$ cat src/sv/mcst_pkg.sv
// Shared types and constants for the multi-channel software timer.
// No dependencies; every other file of the block refers to this package.
`default_nettype none

package mcst_pkg;

  localparam int FUNC_W   = 2;
  localparam int HANDLE_W = 8;
  localparam int COUNT_W  = 32;
  localparam int KIND_W   = 2;
  localparam int CHAN_W   = 4;

  // At most this many expiries are reported for one tick.
  localparam int MAX_RESULTS = 16;
  localparam int RES_W       = $clog2(MAX_RESULTS + 1);

  // Command queue between the front and the back part.
  localparam int QUEUE_DEPTH = 2;
  localparam int QPTR_W      = $clog2(QUEUE_DEPTH);
  localparam int QCNT_W      = $clog2(QUEUE_DEPTH + 1);

  localparam logic [FUNC_W-1:0] FUNC_TICK  = 2'd0;
  localparam logic [FUNC_W-1:0] FUNC_START = 2'd1;
  localparam logic [FUNC_W-1:0] FUNC_STOP  = 2'd2;

  localparam logic [KIND_W-1:0] KIND_START  = 2'd0;
  localparam logic [KIND_W-1:0] KIND_STOP   = 2'd1;
  localparam logic [KIND_W-1:0] KIND_EXPIRY = 2'd2;
  localparam logic [KIND_W-1:0] KIND_IDLE   = 2'd3;

  typedef struct packed {
    logic [FUNC_W-1:0]   func;
    logic [HANDLE_W-1:0] handle;
    logic [COUNT_W-1:0]  count;
    logic                periodic;
  } cmd_t;

  // Head of the command queue as seen by the back part.
  typedef struct packed {
    logic vld;
    cmd_t cmd;
  } queue_head_t;

  typedef struct packed {
    logic [HANDLE_W-1:0] owner;
    logic [COUNT_W-1:0]  remaining;
    logic [COUNT_W-1:0]  period;
    logic                reload;
  } entry_t;

  typedef struct packed {
    logic [KIND_W-1:0]   kind;
    logic                success;
    logic [CHAN_W-1:0]   chan;
    logic [HANDLE_W-1:0] handle;
    logic                last;
  } result_t;

endpackage

`default_nettype wire

$ cat src/sv/mcst_if.sv
// Handshake interfaces for the command and result channels of the timer.
// Depends on mcst_pkg for the field widths.
`default_nettype none

interface mcst_in_if;
  logic                          valid;
  logic                          ready;
  logic [mcst_pkg::FUNC_W-1:0]   func;
  logic [mcst_pkg::HANDLE_W-1:0] owner_handle;
  logic [mcst_pkg::COUNT_W-1:0]  load_count;
  logic                          is_periodic;

  modport source (output valid, func, owner_handle, load_count, is_periodic, input ready);
  modport sink   (input valid, func, owner_handle, load_count, is_periodic, output ready);
endinterface

interface mcst_out_if;
  logic                          valid;
  logic                          ready;
  logic [mcst_pkg::KIND_W-1:0]   result_kind;
  logic                          success;
  logic [mcst_pkg::CHAN_W-1:0]   channel_index;
  logic [mcst_pkg::HANDLE_W-1:0] expired_handle;
  logic                          last_result;

  modport source (output valid, result_kind, success, channel_index, expired_handle,
                  last_result, input ready);
  modport sink   (input valid, result_kind, success, channel_index, expired_handle,
                  last_result, output ready);
endinterface

`default_nettype wire

$ cat src/sv/mcst_front.sv
// Front part: accepts command items, drops unused function codes and
// queues the rest for the back part. Depends on mcst_pkg and mcst_in_if.
`default_nettype none

module mcst_front (
  input  wire logic                  clk,
  input  wire logic                  rst_n,
  mcst_in_if.sink                    in_ch,
  output mcst_pkg::queue_head_t      head,
  input  wire logic                  pop
);

  mcst_pkg::cmd_t              q_r [mcst_pkg::QUEUE_DEPTH];
  logic [mcst_pkg::QPTR_W-1:0] wr_ptr_r;
  logic [mcst_pkg::QPTR_W-1:0] rd_ptr_r;
  logic [mcst_pkg::QCNT_W-1:0] cnt_r;
  logic                        keep;
  logic                        push;
  logic                        do_pop;

  always_comb begin
    unique case (in_ch.func) inside
      mcst_pkg::FUNC_TICK, mcst_pkg::FUNC_START, mcst_pkg::FUNC_STOP: keep = 1'b1;
      default: keep = 1'b0;
    endcase
  end

  assign in_ch.ready = (cnt_r != mcst_pkg::QCNT_W'(mcst_pkg::QUEUE_DEPTH));
  // An item with an unused code is accepted and simply not queued.
  assign push        = in_ch.valid && in_ch.ready && keep;
  assign do_pop      = pop && (cnt_r != '0);

  assign head.vld = (cnt_r != '0);
  assign head.cmd = q_r[rd_ptr_r];

  always_ff @(posedge clk) begin
    if (push) begin
      q_r[wr_ptr_r] <= '{func:     in_ch.func,
                         handle:   in_ch.owner_handle,
                         count:    in_ch.load_count,
                         periodic: in_ch.is_periodic};
    end
  end

  // The queue depth is a power of two, so the pointers wrap on their own.
  always_ff @(posedge clk) begin
    if (!rst_n) begin
      wr_ptr_r <= '0;
      rd_ptr_r <= '0;
      cnt_r    <= '0;
    end else begin
      if (push) wr_ptr_r <= wr_ptr_r + 1'b1;
      if (do_pop) rd_ptr_r <= rd_ptr_r + 1'b1;
      if (push && !do_pop) cnt_r <= cnt_r + 1'b1;
      else if (do_pop && !push) cnt_r <= cnt_r - 1'b1;
    end
  end

endmodule

`default_nettype wire

$ cat src/sv/mcst_back.sv
// Back part: runs one queued command over the channel table, one channel per
// cycle unless a stalled result output holds it, and delivers its results through an output register.
// Depends on mcst_pkg and mcst_out_if.
`default_nettype none

module mcst_back #(
  parameter int CHANNEL_COUNT = 16
) (
  input  wire logic                  clk,
  input  wire logic                  rst_n,
  input  wire mcst_pkg::queue_head_t head,
  output logic                       pop,
  mcst_out_if.source                 out_ch
);

  localparam int IDX_W = (CHANNEL_COUNT > 1) ? $clog2(CHANNEL_COUNT) : 1;
  localparam int CNT_W = $clog2(CHANNEL_COUNT + 1);
  localparam logic [CNT_W-1:0] LAST_ADDR = CNT_W'(CHANNEL_COUNT);

  typedef enum logic [2:0] {
    S_IDLE = 3'b001,
    S_SCAN = 3'b010,
    S_DONE = 3'b100
  } state_t;

  state_t                              state_r;
  mcst_pkg::cmd_t                      cmd_r;
  mcst_pkg::entry_t                    mem [CHANNEL_COUNT];
  logic [CHANNEL_COUNT-1:0]            live_r;
  logic [CNT_W-1:0]                    addr_r;
  logic                                p_vld_r;
  logic [IDX_W-1:0]                    p_idx_r;
  mcst_pkg::entry_t                    p_ent_r;
  logic                                p_live_r;
  logic                                found_r;
  logic [mcst_pkg::CHAN_W-1:0]         chan_r;
  logic                                any_r;
  logic                                held_vld_r;
  logic [mcst_pkg::CHAN_W-1:0]         held_chan_r;
  logic [mcst_pkg::HANDLE_W-1:0]       held_handle_r;
  logic [mcst_pkg::RES_W-1:0]          n_r;
  logic                                out_vld_r;
  mcst_pkg::result_t                   out_res_r;

  mcst_pkg::entry_t                    ent;
  mcst_pkg::entry_t                    wr_data;
  mcst_pkg::result_t                   final_res;
  logic [mcst_pkg::COUNT_W-1:0]        rem_dec;
  logic                                is_tick;
  logic                                is_start;
  logic                                is_stop;
  logic                                has_handle;
  logic                                dec;
  logic                                expire;
  logic                                report;
  logic                                need_out;
  logic                                out_free;
  logic                                p_go;
  logic                                issue;
  logic                                scan_end;
  logic                                start_hit;
  logic                                stop_hit;
  logic                                wr_en;
  logic                                fin_load;

  assign is_tick    = (cmd_r.func == mcst_pkg::FUNC_TICK);
  assign is_start   = (cmd_r.func == mcst_pkg::FUNC_START);
  assign is_stop    = (cmd_r.func == mcst_pkg::FUNC_STOP);
  assign has_handle = (cmd_r.handle != '0);

  // A channel never written since reset reads as all zero.
  assign ent      = p_live_r ? p_ent_r : '0;
  assign rem_dec  = ent.remaining - 1'b1;
  assign dec      = (ent.remaining != '0);
  assign expire   = dec && (rem_dec == '0);
  assign report   = p_vld_r && is_tick && expire &&
                    (n_r < mcst_pkg::RES_W'(mcst_pkg::MAX_RESULTS));
  // The newest expiry is held back until the next one or the end of the
  // scan shows whether it is the last result of the tick.
  assign need_out = report && held_vld_r;
  assign out_free = !out_vld_r || out_ch.ready;
  assign p_go     = p_vld_r && (!need_out || out_free);

  assign issue    = (state_r == S_SCAN) && (addr_r != LAST_ADDR) && (!p_vld_r || p_go);
  assign scan_end = (state_r == S_SCAN) && (addr_r == LAST_ADDR) && (!p_vld_r || p_go);
  assign pop      = (state_r == S_IDLE) && head.vld;
  assign fin_load = (state_r == S_DONE) && out_free;

  assign start_hit = is_start && has_handle && !found_r && (ent.owner == '0);
  assign stop_hit  = is_stop && has_handle && (ent.owner == cmd_r.handle);

  always_comb begin
    wr_en   = 1'b0;
    wr_data = ent;
    if (p_go) begin
      if (is_tick && dec) begin
        wr_en             = 1'b1;
        wr_data.remaining = (expire && ent.reload) ? ent.period : rem_dec;
      end else if (start_hit) begin
        wr_en   = 1'b1;
        wr_data = '{owner:     cmd_r.handle,
                    remaining: cmd_r.count,
                    period:    cmd_r.count,
                    reload:    cmd_r.periodic};
      end
    end
  end

  always_comb begin
    final_res = '{kind: mcst_pkg::KIND_IDLE, success: 1'b0, chan: '0, handle: '0, last: 1'b1};
    if (is_start) begin
      final_res.kind    = mcst_pkg::KIND_START;
      final_res.success = found_r;
      final_res.chan    = chan_r;
    end else if (is_stop) begin
      final_res.kind    = mcst_pkg::KIND_STOP;
      final_res.success = any_r;
    end else if (held_vld_r) begin
      final_res.kind   = mcst_pkg::KIND_EXPIRY;
      final_res.chan   = held_chan_r;
      final_res.handle = held_handle_r;
    end
  end

  // Channel table: one write port driven by the processing stage, one
  // registered read port driven by the scan address.
  always_ff @(posedge clk) begin
    if (wr_en) mem[p_idx_r] <= wr_data;
    if (issue) p_ent_r <= mem[addr_r[IDX_W-1:0]];
  end

  always_ff @(posedge clk) begin
    if (issue) begin
      p_idx_r  <= addr_r[IDX_W-1:0];
      p_live_r <= live_r[addr_r[IDX_W-1:0]];
    end
    if (pop) cmd_r <= head.cmd;
    if (report && p_go) begin
      held_chan_r   <= mcst_pkg::CHAN_W'(p_idx_r);
      held_handle_r <= ent.owner;
    end
    if (start_hit && p_go) chan_r <= mcst_pkg::CHAN_W'(p_idx_r);
    else if (pop) chan_r <= '0;
    if (p_go && need_out) begin
      out_res_r <= '{kind: mcst_pkg::KIND_EXPIRY, success: 1'b0, chan: held_chan_r,
                     handle: held_handle_r, last: 1'b0};
    end else if (fin_load) begin
      out_res_r <= final_res;
    end
  end

  always_ff @(posedge clk) begin
    if (!rst_n) begin
      state_r    <= S_IDLE;
      live_r     <= '0;
      addr_r     <= '0;
      p_vld_r    <= 1'b0;
      found_r    <= 1'b0;
      any_r      <= 1'b0;
      held_vld_r <= 1'b0;
      n_r        <= '0;
      out_vld_r  <= 1'b0;
    end else begin
      if (issue) addr_r <= addr_r + 1'b1;
      else if (pop) addr_r <= '0;

      if (issue) p_vld_r <= 1'b1;
      else if (p_go) p_vld_r <= 1'b0;

      if (start_hit && p_go) live_r[p_idx_r] <= 1'b1;
      else if (stop_hit && p_go) live_r[p_idx_r] <= 1'b0;

      if (pop) begin
        found_r    <= 1'b0;
        any_r      <= 1'b0;
        held_vld_r <= 1'b0;
        n_r        <= '0;
      end else begin
        if (start_hit && p_go) found_r <= 1'b1;
        if (stop_hit && p_go) any_r <= 1'b1;
        if (report && p_go) begin
          held_vld_r <= 1'b1;
          n_r        <= n_r + 1'b1;
        end
      end

      if ((p_go && need_out) || fin_load) out_vld_r <= 1'b1;
      else if (out_ch.ready) out_vld_r <= 1'b0;

      unique case (state_r)
        S_IDLE: if (pop) state_r <= S_SCAN;
        S_SCAN: if (scan_end) state_r <= S_DONE;
        S_DONE: if (fin_load) state_r <= S_IDLE;
        default: state_r <= S_IDLE;
      endcase
    end
  end

  assign out_ch.valid          = out_vld_r;
  assign out_ch.result_kind    = out_res_r.kind;
  assign out_ch.success        = out_res_r.success;
  assign out_ch.channel_index  = out_res_r.chan;
  assign out_ch.expired_handle = out_res_r.handle;
  assign out_ch.last_result    = out_res_r.last;

endmodule

`default_nettype wire

$ cat src/sv/multi_channel_software_timer.sv
// Top level of the multi-channel software timer: command front end, queue
// and channel-scan back end. Depends on mcst_pkg, mcst_if, mcst_front, mcst_back.
//
//   Channel | Direction | Payload
//   in_ch   | in        | func, owner_handle, load_count, is_periodic
//   out_ch  | out       | result_kind, success, channel_index, expired_handle, last_result
//
// In the back end each command is taken from the queue, the channels are read
// in turn through the table's single read port, the last channel is drained
// and then the final result is presented.
// A stalled result output holds the scan only when a second expiry is ready.
// Reset is synchronous; it frees every channel at once through valid bits.
// Up to two commands wait in the queue while one is being executed.
`default_nettype none

module multi_channel_software_timer #(
  parameter int CHANNEL_COUNT = 16
) (
  input  wire logic  clk,
  input  wire logic  rst_n,
  mcst_in_if.sink    in_ch,
  mcst_out_if.source out_ch
);

  mcst_pkg::queue_head_t head;
  logic                  pop;

  mcst_front u_front (
    .clk   (clk),
    .rst_n (rst_n),
    .in_ch (in_ch),
    .head  (head),
    .pop   (pop)
  );

  mcst_back #(
    .CHANNEL_COUNT (CHANNEL_COUNT)
  ) u_back (
    .clk    (clk),
    .rst_n  (rst_n),
    .head   (head),
    .pop    (pop),
    .out_ch (out_ch)
  );

endmodule

`default_nettype wire

$ cat src/flat_wrapper.sv
// flat-port wrapper written by rule: the top's interface ports become plain ports
module multi_channel_software_timer_flat 
#(
  parameter int CHANNEL_COUNT = 16
)
  (clk, rst_n, in_ch_valid, in_ch_func, in_ch_owner_handle, in_ch_load_count, in_ch_is_periodic, in_ch_ready, out_ch_valid, out_ch_result_kind, out_ch_success, out_ch_channel_index, out_ch_expired_handle, out_ch_last_result, out_ch_ready);
  mcst_in_if in_ch_i ();
  mcst_out_if out_ch_i ();
  input  wire logic clk;
  input  wire logic rst_n;
  input wire logic [$bits(in_ch_i.valid)-1:0] in_ch_valid;
  input wire logic [$bits(in_ch_i.func)-1:0] in_ch_func;
  input wire logic [$bits(in_ch_i.owner_handle)-1:0] in_ch_owner_handle;
  input wire logic [$bits(in_ch_i.load_count)-1:0] in_ch_load_count;
  input wire logic [$bits(in_ch_i.is_periodic)-1:0] in_ch_is_periodic;
  output wire logic [$bits(in_ch_i.ready)-1:0] in_ch_ready;
  output wire logic [$bits(out_ch_i.valid)-1:0] out_ch_valid;
  output wire logic [$bits(out_ch_i.result_kind)-1:0] out_ch_result_kind;
  output wire logic [$bits(out_ch_i.success)-1:0] out_ch_success;
  output wire logic [$bits(out_ch_i.channel_index)-1:0] out_ch_channel_index;
  output wire logic [$bits(out_ch_i.expired_handle)-1:0] out_ch_expired_handle;
  output wire logic [$bits(out_ch_i.last_result)-1:0] out_ch_last_result;
  input wire logic [$bits(out_ch_i.ready)-1:0] out_ch_ready;
  assign in_ch_i.valid = in_ch_valid;
  assign in_ch_i.func = in_ch_func;
  assign in_ch_i.owner_handle = in_ch_owner_handle;
  assign in_ch_i.load_count = in_ch_load_count;
  assign in_ch_i.is_periodic = in_ch_is_periodic;
  assign in_ch_ready = in_ch_i.ready;
  assign out_ch_valid = out_ch_i.valid;
  assign out_ch_result_kind = out_ch_i.result_kind;
  assign out_ch_success = out_ch_i.success;
  assign out_ch_channel_index = out_ch_i.channel_index;
  assign out_ch_expired_handle = out_ch_i.expired_handle;
  assign out_ch_last_result = out_ch_i.last_result;
  assign out_ch_i.ready = out_ch_ready;
  multi_channel_software_timer #(.CHANNEL_COUNT(CHANNEL_COUNT)) u_core (.clk(clk), .rst_n(rst_n), .in_ch(in_ch_i), .out_ch(out_ch_i));
endmodule
$ cat config.mk
export PLATFORM = sky130hd
export DESIGN_NAME = multi_channel_software_timer_flat
export DESIGN_NICKNAME = d
export VERILOG_FILES = /design/src/sv/mcst_pkg.sv /design/src/sv/mcst_if.sv /design/src/sv/mcst_front.sv /design/src/sv/mcst_back.sv /design/src/sv/multi_channel_software_timer.sv /design/src/flat_wrapper.sv
export SDC_FILE = /design/constraint.sdc
export NUM_CORES = 2
export LEC_CHECK = 0
export BUFFER_PORTS_ARGS = -buffer_cell sky130_fd_sc_hd__buf_2
export CORE_ASPECT_RATIO = 1.25
export CORE_MARGIN = 1.5
export CORE_UTILIZATION = 49
export CTS_CLUSTER_DIAMETER = 30
export DETAILED_ROUTE_END_ITERATION = 7
export SLEW_MARGIN = 20
export SYNTH_ARGS = -nofsm -noshare
export SYNTH_HDL_FRONTEND = slang
export SYNTH_HIERARCHICAL = 1
export SYNTH_SLANG_ARGS = --single-unit
$ cat constraint.sdc
create_clock -name clk -period 12.1 [get_ports clk]
set_input_delay 1.815 -clock clk [delete_from_list [all_inputs] [get_ports clk]]
set_output_delay 1.815 -clock clk [all_outputs]
set_load 0.02 [all_outputs]
* Word level (Yosys, flattened, before mapping)
Memories as Yosys holds them, arrays and structs flattened. A register that Yosys moved wholly into a read port is not among the register bits.
Index checks and enable logic that the tools add are counted.
** Storage, ports and cells
- Logic and storage cells :: 153
- Memories :: 2
- Bits in writable memories :: 1254
- Bits of input ports :: 47
- Bits in registers :: 75
** Cells by class
- Reduce and logical (&&, ||, !) cells :: 56
- Magnitude comparators :: 4
- Add/sub/neg operators :: 7
- Equality and inequality tests :: 14
- Muxes and demuxes :: 44
- Bitwise gates (word level) :: 4
** Memories
- u_core.u_back.mem :: words 16, bits a word 73, read ports 1, clocked after Yosys merged registers in 1, wr ports 1, RTL line mcst_back.sv:28 : mcst_pkg::entry_t mem [CHANNEL_COUNT];
- u_core.u_front.q_r :: words 2, bits a word 43, read ports 1, clocked after Yosys merged registers in 1, wr ports 1, RTL line mcst_front.sv:13 : mcst_pkg::cmd_t q_r [mcst_pkg::QUEUE_DEPTH];
** Operator list (count)
- 2-to-1 mux 73 bit :: 3
- 2-to-1 mux 32 bit :: 2
- 2-to-1 mux 33 bit :: 1
- logical NOT 32 bit :: 1
- 2-to-1 mux 16 bit :: 2
- nonzero test 32 bit :: 1
- subtractor 32 x 1 -> 32 bit (second input constant) :: 1
- logical AND 1 bit :: 29
- 2-to-1 mux 13 bit :: 2
- 2-to-1 mux 12 bit :: 2
- AND 16 bit :: 1
- 2-to-1 mux 1 bit :: 16
- 2-to-1 mux 8 bit :: 2
- NOT 16 bit :: 1
- OR 16 bit :: 1
- nonzero test 2 bit :: 8
- adder 5 x 1 -> 5 bit (second input constant) :: 2
- < comparator 4 x 5 -> 1 bit (second input constant) :: 2
- 2-to-1 mux 5 bit :: 2
- 2-to-1 mux 3 bit :: 3
- one-hot mux 3 bit (3 select lines) :: 1
- == test 8 bit :: 1
- logical NOT 8 bit :: 1
- 2-to-1 mux 4 bit :: 2
- 26 further kinds :: 42

* Depth between registers and ports, before layout
- Depth in word-level cells :: 14
- Depth in mapped cells :: 20
- Mapped depth without buffers :: 11

* By module
The synthesis kept the hierarchy.
** Modules (own cells, without submodules)
- mcst_back :: cells each 2463, area an instance 52913.2 um^2, instances 1
- mcst_front :: cells each 159, area an instance 3335.7 um^2, instances 1

* Worst setup path after synthesis
OpenSTA, ideal clock, no wires.
- Path type :: register -> register
- Start point :: register u_core.u_back.p_live_r
- End point :: memory u_core/u_back/mem[15][0] (netlist bit), enable pin
- Path buffers :: 7
- Clock period less this slack :: 7.052 ns
- Required time :: 11.595 ns
- Arrival :: 6.547 ns
- Setup slack :: 5.048 ns
- Cell stages (with the launch flop) :: 17
- Path through :: edfxtp_1 -> clkbuf_1 -> clkbuf_1 -> clkbuf_1 -> clkbuf_1 -> clkbuf_1 -> nand2_1 -> ha_1 -> clkbuf_1 -> nand3_1 -> nor3_1 -> or3b_2 -> and4bb_1 -> nand4_4 -> nand2_1 -> clkbuf_1 -> nor2_1
** On the way
- Longest elaborated chain between the ends :: 13
- Elaborated cells on any way between the ends :: 19
- Those cells by class :: add/sub: 1; mux: 6; reduce/logical: 12
** RTL lines
- start, declared :: RTL line mcst_back.sv:34 : logic p_live_r;
- start signal, assigned :: RTL line mcst_back.sv:135 : p_live_r <= live_r[addr_r[IDX_W-1:0]];
- 2-to-1 mux 73 bit (*) :: RTL line mcst_back.sv:72 : assign ent = p_live_r ? p_ent_r : '0;
- subtractor 32 x 1 -> 32 bit :: RTL line mcst_back.sv:73 : assign rem_dec = ent.remaining - 1'b1;
- logical NOT 32 bit :: RTL line mcst_back.sv:75 : assign expire = dec && (rem_dec == '0);
- logical AND 1 bit :: RTL line mcst_back.sv:75
- logical AND 1 bit (2 in a row) :: RTL line mcst_back.sv:76 : assign report = p_vld_r && is_tick && expire &&
- logical AND 1 bit :: RTL line mcst_back.sv:80 : assign need_out = report && held_vld_r;
- logical NOT 1 bit :: RTL line mcst_back.sv:82 : assign p_go = p_vld_r && (!need_out || out_free);
- logical OR 1 bit :: RTL line mcst_back.sv:82
- logical AND 1 bit :: RTL line mcst_back.sv:82
- 2-to-1 mux 1 bit (*) :: RTL line mcst_back.sv:95 : if (p_go) begin
- 2-to-1 mux 1 bit (*) :: RTL line mcst_back.sv:128 : if (wr_en) mem[p_idx_r] <= wr_data;
- 2-to-1 mux 1 bit (implied by the code) (*) :: RTL line mcst_back.sv:128
- end, declared :: RTL line mcst_back.sv:28
Every way passes the cells marked *; elsewhere a longest branch is shown, timed or not.

* Worst setup path after layout
- Start point :: register, netlist name u_core/u_back/p_ent_r[39]
- End point :: memory u_core/u_back/mem[13][51] (netlist bit), enable pin
** On the way
- Longest elaborated chain between the ends :: 13
- Elaborated cells on any way between the ends :: 16
- Those cells by class :: add/sub: 1; mux: 5; reduce/logical: 10
** RTL lines (RTL line)
- 2-to-1 mux 73 bit (*) :: mcst_back.sv:72
- subtractor 32 x 1 -> 32 bit :: mcst_back.sv:73
- logical NOT 32 bit :: mcst_back.sv:75
- logical AND 1 bit :: mcst_back.sv:75
- logical AND 1 bit (2 in a row) :: mcst_back.sv:76
- logical AND 1 bit :: mcst_back.sv:80
- logical NOT 1 bit :: mcst_back.sv:82
- logical OR 1 bit :: mcst_back.sv:82
- logical AND 1 bit :: mcst_back.sv:82
- 2-to-1 mux 1 bit (*) :: mcst_back.sv:95
- 2-to-1 mux 1 bit (*) :: mcst_back.sv:128
- 2-to-1 mux 1 bit (implied by the code) (*) :: mcst_back.sv:128
Marks and branches as above.

==> metrics.cfg <==
[outcome]
outcome = finished, final reports clean

[timing]
post-route-min-period_ps = 5890
worstMarginPinSlew_ps = 1140
finalClockSkew_ps = 42.5
finalSetupViolations = 0
maxSlewViolCount = 0
rsz0062_at_grt = no
setup_ws_ps = 6210
fin_setup_tns_ps = 0
fmax_mhz = 170
fin_crit_sh_pct = 48.7
hold_violations = 0
maxSlewHeadroom_pct = 23.4

[finish]
final_cell_area_um2 = 65900
finish.utilization_pct = 58.0
nets = 2881
final_layout_size_suffix_gt1_share_pct = 31.9
syn_to_final_growth_pct = 17.1
fill_cells = 8119

[yosys]
netlist.area_leader.share_pct = 74.9
synth_cell_type_count = 75
ys_seq_area_share_pct = 76.4
synthTopCellsByArea = edfxtp_1 (75%), mux4_2 (15%), dfxtp_1 (1.5%)
synthMostInstantiatedCell = edfxtp_1
synthCells = 2622
synth-seq-cells = 1446
synthFlopType = edfxtp_1
synth.cell_area_um2 = 56200
yosys.area.top_type = edfxtp_1
yosys_warnings = 6
synthTopCellsByCount = edfxtp_1 (1403), mux4_2 (370), clkbuf_1 (98)
syn_nets = 2678
async_flop_share_pct = 0
syn_area_per_cell_um2 = 21.5
synth_edf_count = 1403

[route]
route.met3.wl_um = 9770
met1_length_um = 55400
viasPerCell = 6.22
drt_iter0_markers = 2987
dr_wl_met2_um = 69300
drtAntennaViolNets = 0
routedWlPerCell_um = 30.7
drt_wl_total_um = 138000
num_vias = 27900
drc = 0
top_layer = met4
first_pass_iters = 6

[cts]
cts_setup_buffers = 0
clkSinkCount = 1446
clkLatencyLatePin_ps = 820
clock_path_buffers = 3
hold_buffers = 0
cts.htree.levels = 4
clk_pin_slew_ps = 60
cts_buffers = 220
cts_tree = built
cts_root_buf = clkbuf_16
cts.repair.resized = 0

[flow_run]
cap_violations = 0

[power]
p_leak_uw = 0.0206
power.density_nw_per_um2 = 194
peakVddDrop_v = 0.000128

[floorplanning]
dieArea_um2 = 117000
die_w_um = 306
pin_count = 65
die_y_um = 382
fp-row-count = 138
fp.coreArea_um2 = 114000
initial_core_util_pct = 49.5

[place]
hpwlAfterDp_um = 75800
place_congestion = 0.875
io_buffers = 64
place_area_um2 = 58500
dp_slack_ps = 6270

[critical_path]
startpoint_type = flop
reg2reg_depth = 10
crit_arrival_ps = 6310
path_class = reg2reg
cp_max_fo = 31
endpoint_kind = flop
worstPathRequired_ps = 12520

[hold_path]
worstHoldPathCells = 1
hold_class = reg2reg

[grt]
grt-ovfl-total = 0
grt_max_degree = 146
antenna_found_initial = 7
grt_pass1_vias = 29000
grt.total_usage_pct = 24.1
grt_pass1_wl_um = 201000

-- power breakdown --
part	switching, uW	leakage, uW	internal, uW
combinational	415	0.00393	265
sequential	204	0.0132	5720
clock	2390	0.00352	3770
total	3010	0.0206	9750
-- cell families after synthesis --
group	count (synthesis)	synth area share [%]
DFF	1446	76.4
muxes	420	15.8
and+or+nand+nor	327	3.10
AOI/OAI and AO/OA	233	2.91
buffers and inverters	162	1.17
xor gates and xnor gates	25	0.389
adders and majority gates	9	0.200
-- through the flow --
step                      hold slack [ps]  power, uW  instances
after global routing                  503      13100       4487
after detailed placement              463       6690       4072
after CTS                             474      12900       4486
after global placement                445       6680       4072
after floorplan                       406       6350       2622
final                                 474      12800       4490
-- routing by layer --
| layer | global-route usage (%) | vias to the layer above |
|---|---|---|
| met4 | 7.30 | 0 |
| met5 | 0 | - |
| met1 | 32.6 | 14900 |
| met3 | 4.55 | 252 |
| met2 | 40.0 | 1197 |
| li1 | - | 11600 |
-- state kept, by name, summed over array words and instances, names as in the netlist, 3 cells and up, named ones only --
| signal | cells |
|---|---|
| u_core/u_back/addr_r | 5 |
| u_core/u_back/chan_r | 4 |
| u_core/u_back/cmd_r | 43 |
| u_core/u_back/held_chan_r | 4 |
| u_core/u_back/held_handle_r | 8 |
| u_core/u_back/mem | 1168 |
| u_core/u_back/n_r | 5 |
| u_core/u_back/out_ch.channel_index | 4 |
| u_core/u_back/out_ch.expired_handle | 8 |
| u_core/u_back/p_ent_r | 73 |
| u_core/u_back/p_idx_r | 4 |
| u_core/u_back/state_r | 3 |
| u_core/u_front/q_r | 86 |
-- worst paths after layout --
kind,from,endpoint,slack [ps]
worst min register to register,u_core/u_back/state_r[2]$_SDFFE_PN0P_,u_core/u_back/state_r[1]$_SDFFE_PN0P_,470
worst max register to register,u_core/u_back/p_ent_r[39]$_DFFE_PP_,u_core/u_back/mem[13][51]$_DFFE_PP_,6210
worst max-delay path,u_core/u_back/p_ent_r[39]$_DFFE_PP_,u_core/u_back/mem[13][51]$_DFFE_PP_,6210
worst min-delay path,u_core/u_back/state_r[2]$_SDFFE_PN0P_,u_core/u_back/state_r[1]$_SDFFE_PN0P_,470
-- layout by cell type, fill, tap and decap left out, types with 19 or more instances in the layout --
cell / count
nand2_1: 90
edfxtp_1: 1403
and2_1: 23
o211ai_1: 22
buf_4: 58
clkinvlp_4: 31
clkbuf_16: 221
dfxtp_1: 38
mux2_2: 44
clkbuf_1: 20
clkinv_1: 23
inv_6: 28
buf_2: 64
a22o_1: 27
clkinv_4: 28
nor2_1: 44
a21oi_1: 44
mux4_2: 370
clkinv_2: 21
o21ai_0: 43
nand3_1: 19
-- final cells by class --
type / count / area (um^2) / area share [%]
clock buffers: 243 / 5630 / 8.55
flip-flops and latches: 1446 / 43000 / 65.3
diodes: 3 / 7.51 / 0.0114
multi-input cells: 1014 / 12800 / 19.4
repair buffers: 126 / 823 / 1.25
inverters: 17 / 63.8 / 0.0969
clock inverters: 171 / 1730 / 2.62
well taps: 1470 / 1840 / 2.79
-- worst max-delay path, stage by stage, from the launching register on --
cell and delay [ps]:
edfxtp_1 530, nor4_1 840, nand4_1 600, or4_1 690, and3_1 240, and3_1 240
nand4_4 200, nand2_2 220, nor2_4 670, buf_4 660, buf_4 590
Power figures use the tool's default switching activity.
